$ cat config.mk
export PLATFORM = sky130hd
export DESIGN_NAME = field_stats_accumulator
export DESIGN_NICKNAME = d
export VERILOG_FILES = /design/src/rtl/fsa_pkg.sv /design/src/rtl/field_stats_accumulator.sv /design/src/rtl/fsa_front.sv /design/src/rtl/fsa_back.sv
export SDC_FILE = /design/constraint.sdc
export NUM_CORES = 2
export LEC_CHECK = 0
export ABC_AREA = 0
export BUFFER_PORTS_ARGS = -buffer_cell sky130_fd_sc_hd__clkbuf_2
export CAP_MARGIN = 20
export CORE_MARGIN = 2
export CORE_UTILIZATION = 30
export CTS_CLUSTER_SIZE = 24
export DETAILED_ROUTE_END_ITERATION = 8
export PLACE_DENSITY = 0.49
export SYNTH_ARGS = -nofsm -noshare
export SYNTH_HDL_FRONTEND = slang
export SYNTH_SLANG_ARGS = --single-unit
$ cat constraint.sdc
create_clock -name clk -period 6.6 [get_ports clk]
set_input_delay 0 -clock clk [delete_from_list [all_inputs] [get_ports clk]]
set_output_delay 0 -clock clk [all_outputs]
set_load 0.01 [all_outputs]
$ cat src/rtl/fsa_pkg.sv
package fsa_pkg;

	localparam int TableDepthDef = 64;
	localparam int SampleBitsDef = 16;
	localparam int LimitBits = 7;
	localparam int CountBits = 32;
	localparam int SumBits = 48;
	localparam int SqBits = 63;

	// One queued word between the front end and the back end.
	typedef struct packed {
		logic        absent;
		logic [23:0] sample;
	} fsa_word_t;

endpackage

$ cat src/rtl/field_stats_accumulator.sv
// Channel | Direction | Handshake        | Payload
// input   | in        | push / full      | sample, absent
// result  | out       | empty / pop      | eleven statistics fields
// config  | in        | cfg_valid/ready  | cfg_data (max_distinct)
// A missing word is counted straight from the queue; a present word is squared and
// then searched one table key at a time through the single table read port.
// Reset clears the counts, sums and table fill, sets min and max to their extremes,
// sets the limit to 64 and enables distinct counting.
// The two-word input queue accepts until full while a result waits for pop.
module field_stats_accumulator #(
	parameter int TABLE_DEPTH = fsa_pkg::TableDepthDef,
	parameter int SAMPLE_BITS = fsa_pkg::SampleBitsDef
) (
	input  logic clk,
	input  logic arst_n,
	input  logic push,
	output logic full,
	input  logic signed [SAMPLE_BITS-1:0] sample,
	input  logic absent,
	output logic empty,
	input  logic pop,
	input  logic cfg_valid,
	output logic cfg_ready,
	input  logic [fsa_pkg::LimitBits-1:0] cfg_data,
	output logic [fsa_pkg::CountBits-1:0] missing_count,
	output logic [fsa_pkg::CountBits-1:0] present_count,
	output logic [fsa_pkg::CountBits-1:0] positive_count,
	output logic [fsa_pkg::CountBits-1:0] negative_count,
	output logic signed [fsa_pkg::SumBits-1:0] running_sum,
	output logic [fsa_pkg::SqBits-1:0] running_sum_squares,
	output logic signed [SAMPLE_BITS-1:0] min_seen,
	output logic signed [SAMPLE_BITS-1:0] max_seen,
	output logic [fsa_pkg::LimitBits-1:0] distinct_count,
	output logic distinct_active,
	output logic [fsa_pkg::CountBits-1:0] value_count
);
	import fsa_pkg::*;

	logic [LimitBits-1:0] max_distinct_q;
	fsa_word_t in_word, q_word;
	logic q_valid, q_take, res_valid;

	assign cfg_ready = 1'b1;
	assign empty = !res_valid;
	assign in_word.absent = absent;
	assign in_word.sample = 24'(unsigned'(sample));

	// Limit register.
	always_ff @(posedge clk or negedge arst_n) begin
		if (!arst_n) max_distinct_q <= LimitBits'(64);
		else if (cfg_valid && cfg_ready) max_distinct_q <= cfg_data;
	end

	fsa_front u_front (
		.clk, .arst_n, .push, .full, .in_word,
		.q_valid, .q_take, .q_word
	);

	fsa_back #(.TABLE_DEPTH(TABLE_DEPTH), .SAMPLE_BITS(SAMPLE_BITS)) u_back (
		.clk, .arst_n, .max_distinct_q, .q_valid, .q_take, .q_word,
		.res_valid, .res_pop(pop), .missing_count, .present_count,
		.positive_count, .negative_count, .running_sum, .running_sum_squares,
		.min_seen, .max_seen, .distinct_count, .distinct_active, .value_count
	);

	// The table never holds more entries than its depth.
	a_fill: assert property (@(posedge clk) disable iff (!arst_n)
		32'(distinct_count) <= TABLE_DEPTH) else $error("fill above depth");
	// Counting, once stopped, stays stopped.
	a_stop: assert property (@(posedge clk) disable iff (!arst_n)
		!u_back.counting_q |=> !u_back.counting_q) else $error("counting restarted");
	// A popped result leaves the output empty on the next cycle.
	a_pop: assert property (@(posedge clk) disable iff (!arst_n)
		(pop && !empty) |=> empty) else $error("result repeated");
endmodule

$ cat src/rtl/fsa_front.sv
// Front end: accepts words into a two-entry queue.
module fsa_front (
	input  logic              clk,
	input  logic              arst_n,
	input  logic              push,
	output logic              full,
	input  fsa_pkg::fsa_word_t in_word,
	output logic              q_valid,
	input  logic              q_take,
	output fsa_pkg::fsa_word_t q_word
);
	import fsa_pkg::*;

	fsa_word_t mem_q [2];
	logic [1:0] wr_q, rd_q;
	logic [1:0] cnt_q;
	logic do_push;

	assign full = (cnt_q == 2'd2);
	assign q_valid = (cnt_q != 2'd0);
	assign do_push = push && !full;
	assign q_word = mem_q[rd_q[0]];

	// Queue storage.
	always_ff @(posedge clk) begin
		if (do_push) mem_q[wr_q[0]] <= in_word;
	end

	// Queue pointers and occupancy.
	always_ff @(posedge clk or negedge arst_n) begin
		if (!arst_n) begin
			wr_q <= '0;
			rd_q <= '0;
			cnt_q <= '0;
		end else begin
			if (do_push) wr_q <= wr_q + 2'd1;
			if (q_take) rd_q <= rd_q + 2'd1;
			cnt_q <= cnt_q + {1'b0, do_push} - {1'b0, q_take};
		end
	end
endmodule

$ cat src/rtl/fsa_back.sv
// Back end: statistics update and sequential distinct-value search.
module fsa_back #(
	parameter int TABLE_DEPTH = fsa_pkg::TableDepthDef,
	parameter int SAMPLE_BITS = fsa_pkg::SampleBitsDef
) (
	input  logic                            clk,
	input  logic                            arst_n,
	input  logic [fsa_pkg::LimitBits-1:0]   max_distinct_q,
	input  logic                            q_valid,
	output logic                            q_take,
	input  fsa_pkg::fsa_word_t              q_word,
	output logic                            res_valid,
	input  logic                            res_pop,
	output logic [fsa_pkg::CountBits-1:0]   missing_count,
	output logic [fsa_pkg::CountBits-1:0]   present_count,
	output logic [fsa_pkg::CountBits-1:0]   positive_count,
	output logic [fsa_pkg::CountBits-1:0]   negative_count,
	output logic signed [fsa_pkg::SumBits-1:0] running_sum,
	output logic [fsa_pkg::SqBits-1:0]      running_sum_squares,
	output logic signed [SAMPLE_BITS-1:0]   min_seen,
	output logic signed [SAMPLE_BITS-1:0]   max_seen,
	output logic [fsa_pkg::LimitBits-1:0]   distinct_count,
	output logic                            distinct_active,
	output logic [fsa_pkg::CountBits-1:0]   value_count
);
	import fsa_pkg::*;

	localparam int IdxBits = (TABLE_DEPTH > 1) ? $clog2(TABLE_DEPTH) : 1;
	localparam int FillBits = $clog2(TABLE_DEPTH + 1);
	localparam int LimW = (FillBits > LimitBits) ? FillBits : LimitBits;
	localparam logic [SAMPLE_BITS-1:0] MinInit = {1'b0, {(SAMPLE_BITS-1){1'b1}}};
	localparam logic [SAMPLE_BITS-1:0] MaxInit = {1'b1, {(SAMPLE_BITS-1){1'b0}}};

	localparam logic [2:0] StIdle   = 3'd0;
	localparam logic [2:0] StSquare = 3'd1;
	localparam logic [2:0] StRead   = 3'd2;
	localparam logic [2:0] StCmp    = 3'd3;
	localparam logic [2:0] StDone   = 3'd4;

	logic [2:0] state_q;
	logic [SAMPLE_BITS-1:0] key_q;
	logic signed [2*SAMPLE_BITS-1:0] sq_q;
	logic [FillBits-1:0] fill_q;
	logic [FillBits-1:0] idx_q;
	logic counting_q;
	logic [SAMPLE_BITS-1:0] keys_mem [TABLE_DEPTH];
	logic [CountBits-1:0] cnts_mem [TABLE_DEPTH];
	logic [SAMPLE_BITS-1:0] rd_key_q;
	logic [CountBits-1:0] rd_cnt_q;
	logic [LimW-1:0] lim;
	logic [SqBits:0] sq_sum;
	logic signed [SAMPLE_BITS-1:0] s;
	logic [CountBits-1:0] inc_cnt;

	// Effective limit clamps to the table depth.
	always_comb begin
		if ({{(LimW-LimitBits){1'b0}}, max_distinct_q} > LimW'(TABLE_DEPTH))
			lim = LimW'(TABLE_DEPTH);
		else
			lim = LimW'(max_distinct_q);
	end

	assign s = signed'(q_word.sample[SAMPLE_BITS-1:0]);
	assign sq_sum = {1'b0, running_sum_squares} + (SqBits+1)'(unsigned'(sq_q));
	assign inc_cnt = (&rd_cnt_q) ? rd_cnt_q : rd_cnt_q + 1'b1;
	assign q_take = (state_q == StIdle) && q_valid && !res_valid;
	assign distinct_count = LimitBits'(fill_q);
	assign distinct_active = counting_q && (lim != '0);

	// Table memory, one read port registered.
	always_ff @(posedge clk) begin
		rd_key_q <= keys_mem[idx_q[IdxBits-1:0]];
		rd_cnt_q <= cnts_mem[idx_q[IdxBits-1:0]];
		if (state_q == StCmp && counting_q) begin
			if (idx_q < fill_q && rd_key_q == key_q)
				cnts_mem[idx_q[IdxBits-1:0]] <= inc_cnt;
			else if (idx_q >= fill_q) begin
				keys_mem[idx_q[IdxBits-1:0]] <= key_q;
				cnts_mem[idx_q[IdxBits-1:0]] <= CountBits'(1);
			end
		end
	end

	// Sequencer: square, then search the table one key at a time, with a read and a compare state per key.
	always_ff @(posedge clk or negedge arst_n) begin
		if (!arst_n) begin
			state_q <= StIdle;
			res_valid <= 1'b0;
			missing_count <= '0;
			present_count <= '0;
			positive_count <= '0;
			negative_count <= '0;
			running_sum <= '0;
			running_sum_squares <= '0;
			min_seen <= MinInit;
			max_seen <= MaxInit;
			counting_q <= 1'b1;
			fill_q <= '0;
			idx_q <= '0;
			value_count <= '0;
			key_q <= '0;
			sq_q <= '0;
		end else begin
			if (res_valid && res_pop) res_valid <= 1'b0;
			unique case (state_q)
				StIdle: begin
					if (q_take) begin
						value_count <= '0;
						if (q_word.absent) begin
							if (!(&missing_count)) missing_count <= missing_count + 1'b1;
							res_valid <= 1'b1;
						end else begin
							key_q <= q_word.sample[SAMPLE_BITS-1:0];
							sq_q <= s * s;
							if (!(&present_count)) present_count <= present_count + 1'b1;
							running_sum <= running_sum + SumBits'(s);
							if (s > 0 && !(&positive_count))
								positive_count <= positive_count + 1'b1;
							if (s < 0 && !(&negative_count))
								negative_count <= negative_count + 1'b1;
							if (s < min_seen) min_seen <= s;
							if (s > max_seen) max_seen <= s;
							state_q <= StSquare;
						end
					end
				end
				StSquare: begin
					running_sum_squares <= sq_sum[SqBits] ? {SqBits{1'b1}} : sq_sum[SqBits-1:0];
					idx_q <= '0;
					if (!counting_q || lim == '0) begin
						state_q <= StDone;
					end else if (LimW'(fill_q) >= lim) begin
						counting_q <= 1'b0;
						fill_q <= '0;
						state_q <= StDone;
					end else begin
						state_q <= StRead;
					end
				end
				StRead: state_q <= StCmp;
				StCmp: begin
					if (idx_q < fill_q && rd_key_q == key_q) begin
						value_count <= inc_cnt;
						state_q <= StDone;
					end else if (idx_q >= fill_q) begin
						value_count <= CountBits'(1);
						fill_q <= fill_q + 1'b1;
						state_q <= StDone;
					end else begin
						idx_q <= idx_q + 1'b1;
						state_q <= StRead;
					end
				end
				StDone: begin
					res_valid <= 1'b1;
					state_q <= StIdle;
				end
				default: state_q <= StIdle;
			endcase
		end
	end
endmodule
==> metrics.md <==
| Metric | Value |
|---|---|
| Status | `complete, no violations` |
| Post-synth EDFFs | `3,106` |
| Max_cap viols | `0` |
| Pre-antenna DRT Iters | `5` |
| Mapped Area | `0.1429 mm2` |
| Residual DRC | `0` |
| Number of synthesized register bits | `3,533` |
| Largest net degree at the start of global routing | `148` |
| CP arrival | `7.29 ns` |
| Main flop type after synthesis | `edfxtp_1` |
| Sink Count | `3,533` |
| CP delay by family, top | `adder cells` |
| TritonCTS clock tree | `built` |
| CTS root buf | `clkbuf_16` |
| Drt via density | `5.358` |
| Worst-Margin Slew | `1.124 ns` |
| Total Routing Usage GR | `18.92%` |
| Area after DPL | `0.1564 mm2` |
| Worst-path clk slew | `0.06 ns` |
| Synth warn | `0` |
| Synth Area in Simple Gates | `4.920%` |
| Area of the multi-input gates | `0.03685 mm2` |
| Avg Inst Size Synth | `15.57 um2` |
| Core Footprint | `0.4745 mm2` |
| Mapped Nets | `9,661` |
| Crit path time final | `6.452 ns` |
| Commonest non-fill, non-tap cells in the layout | `edfxtp_1, a22oi_1, buf_4` |
| Cell Count, Final, Fillers Out | `16.55k` |
| Max transition margin | `25.08%` |
| Area leader, netlist | `edfxtp_1` |
| Die X | `694.1 um` |
| Number of port buffers | `341` |
| Initial Util | `30.11%` |
| Clk_skew | `0.05841 ns` |
| Initial antenna violation count | `21` |
| Sequential Area | `0.1038 mm2` |
| Top-level I/O count | `343` |
| Max-slew violation count | `0` |
| Filler cells | `44.79k` |
| Nets | `10.47k` |
| CP bufs+invs | `7` |
| Seq/Total Area, Yosys | `72.60%` |
| Fin area | `0.1694 mm2` |
| Cell mode on critical path | `fa_1` |
| CTS buffer count | `359` |
| Mux cell area share after synthesis | `0.4816%` |
| Layout cell share with drive strength beyond 1 | `16.56%` |
| Drt initial violations | `9,212` |
| Fin crit share | `97.76%` |
| Critical path peak fanout | `7` |
| Number of H-tree levels | `5` |
| GRT overflow | `0` |
| Number of endpoints failing setup at the final stage | `0` |
| Data required time of the critical path | `7.43 ns` |
| First-pass GRT wire length | `666.1 mm` |
| Synth Area in Compound Gates | `12.46%` |
| Final Hold Vio Count | `0` |
| # rows | `253` |
| RSZ-0062 raised after global routing | `true` |
| Main combinational cell family by area after synthesis | `compound AO/OA/AOI/OAI gates` |
| Post-synth ARST share | `10.73%` |
| Vias in the first global route | `88.34k` |
| WS Path Type | `register to register` |
| Post-Synth XOR/XNOR Area | `1.912%` |
| CP max stage cell | `fa_1` |
| Highest clock rate | `155.0 MHz` |
| Synth Instances | `9,180` |
| Routed Wire Length | `472.2 mm` |
| Yosys cell types | `99` |
| ANT nets after route | `0` |
| Layout area overhead | `18.53%` |
| CP endpoint kind | `register` |
| Avg WL per Cell | `28.53 um` |
| Die area | `0.4818 mm2` |
| Most common cell after layout, fill and taps aside | `edfxtp_1` |
| Cells after DPL | `15.80k` |
| Die Height | `694.1 um` |
| Post-Synth Adder-Cell Area | `5.187%` |
| Hold WC Path Type | `input pin to async pin` |
| Yosys top cell area share | `65.27%` |
| Final HPWL DP | `280.9 mm` |
| Final WS setup | `0.1476 ns` |
| Final Util | `35.69%` |
| Synth top area cells | `edfxtp_1, a22oi_1, dfrtp_1, fa_1, ha_1` |
| Crit path largest cell delay | `0.52 ns` |
| Setup crit start kind | `register` |
| DR vias | `88.68k` |
| Setup Slack @ Placement | `-0.1699 ns` |
| Worst-skew pair later-pin latency | `0.98 ns` |
| CTS Buffer Depth | `4` |
| Routability cong. | `0.8437` |
## Yosys cell counts, types with 15 or more instances
library cell	instances
o22a_1	27
nand2b_1	23
o21a_1	26
mux2_2	15
or3_1	18
a21oi_1	313
a21o_1	71
nand4_1	296
buf_1	55
buf_2	22
nand3_1	116
nor4_1	19
inv_1	407
xor2_1	121
o21ai_0	153
nor2b_1	19
nand2_1	400
dfstp_2	18
clkbuf_1	416
a22o_1	127
nor3_1	51
fa_1	234
a31oi_1	146
and3_1	48
dfrtp_1	361
edfxtp_1	3106
ha_1	218
a22oi_1	1284
a41oi_1	78
xnor2_1	191
mux2i_1	48
dfxtp_1	48
a221oi_1	126
nor2_1	359
## layout make-up
type | instances | share of cell area, %
Antenna cell | 12 | 0.01773
Clock buffer | 476 | 5.738
Timing Repair Buffer | 948 | 4.487
Inverter | 414 | 0.9308
Sequential cell | 3533 | 61.26
Multi-Input combinational cell | 4734 | 21.76
Clock inverter | 187 | 1.191
Tap cell | 6247 | 4.615
## kinds of logic after synthesis
kind of cell | count (synthesis)
DFF | 3533
AOI/OAI and AO/OA | 2471
and+or+nand+nor | 1432
buffers and inverters | 913
adders and majority gates | 452
xor gates and xnor gates | 312
muxes | 66
other | 1
## final timing paths
check	startpoint	end	slack [ns]	cells past startpoint
setup / recovery	u_front.rd_q[0]	u_back.sq_q[30]	0.15	25
hold reg to reg	u_back.running_sum[47]	u_back.running_sum[47]	0.47	1
setup reg to reg	u_front.rd_q[0]	u_back.sq_q[30]	0.15	25
hold / removal	arst_n	u_back.running_sum[45]	0.32	4
max in group asynchronous	arst_n	u_back.value_count[17]	5.35	4
min in group clk	sample[6]	u_front.mem_q[1][6]	0.39	3
## per-stage QoR
stage | hold slack, ns | setup TNS (ns)
floorplan | -0.2956 | -0.02101
global placement | 0.09097 | -0.2470
detailed placement | 0.09033 | -0.5679
CTS | 0.3193 | -0.007970
global route | 0.3635 | -0.4561
finish | 0.3220 | 0
## routing by layer
layer  wire, um  global-route usage [%]  part of all wire (%)  up-vias
li1           -                       -                     -    37787
met3      33310                   2.753                   7.1      588
met1     200800                   26.06                    43    46625
met2     226200                   31.37                    48     3675
met5         13                       0                0.0028        -
met4      11860                   4.723                   2.5        2
## worst register-to-register path, stage by stage, from the launching register on
cell	delay [ns]
dfrtp_2	0.45
buf_12	0.18
mux2i_4	0.23
buf_6	0.15
clkinvlp_4	0.15
buf_6	0.17
nand2_2	0.09
fa_1	0.44
fa_1	0.47
fa_1	0.52
inv_1	0.05
fa_1	0.50
fa_1	0.49
inv_1	0.05
fa_1	0.47
inv_1	0.04
ha_1	0.31
a211oi_2	0.19
nand2_1	0.11
a221o_1	0.35
a32o_2	0.26
nand2_2	0.08
a311oi_2	0.12
a31oi_1	0.22
xor2_1	0.19
o21ai_1	0.07
## flip-flops by register name, summed over array words and instances (netlist names), 2 cells and up
signal                      flops
u_back.present_count           32
u_back.distinct_count           7
u_back.running_sum             48
max_distinct_q                  7
u_back.rd_cnt_q                32
u_back.value_count             32
u_back.sq_q                    31
u_front.cnt_q                   2
u_back.keys_mem              1024
u_back.key_q                   15
u_back.rd_key_q                16
u_back.max_seen                16
u_back.negative_count          32
u_back.min_seen                16
u_back.running_sum_squares     63
u_back.positive_count          32
u_back.idx_q                    7
u_back.cnts_mem              2048
u_front.mem_q                  34
u_back.missing_count           32
u_back.state_q                  3
## timing repair
item,CTS,global route
gates resized for setup,13,84
endpoints found under the hold margin,440,0
endpoints found under the setup margin,5,10
pin swaps,2,19
hold buffers,64,0
setup buffers,0,10
gates cloned,0,0
Power is left out: the tool's default activity adds up to more than one toggle a clock period on the data nets, which glitch-free logic cannot reach.
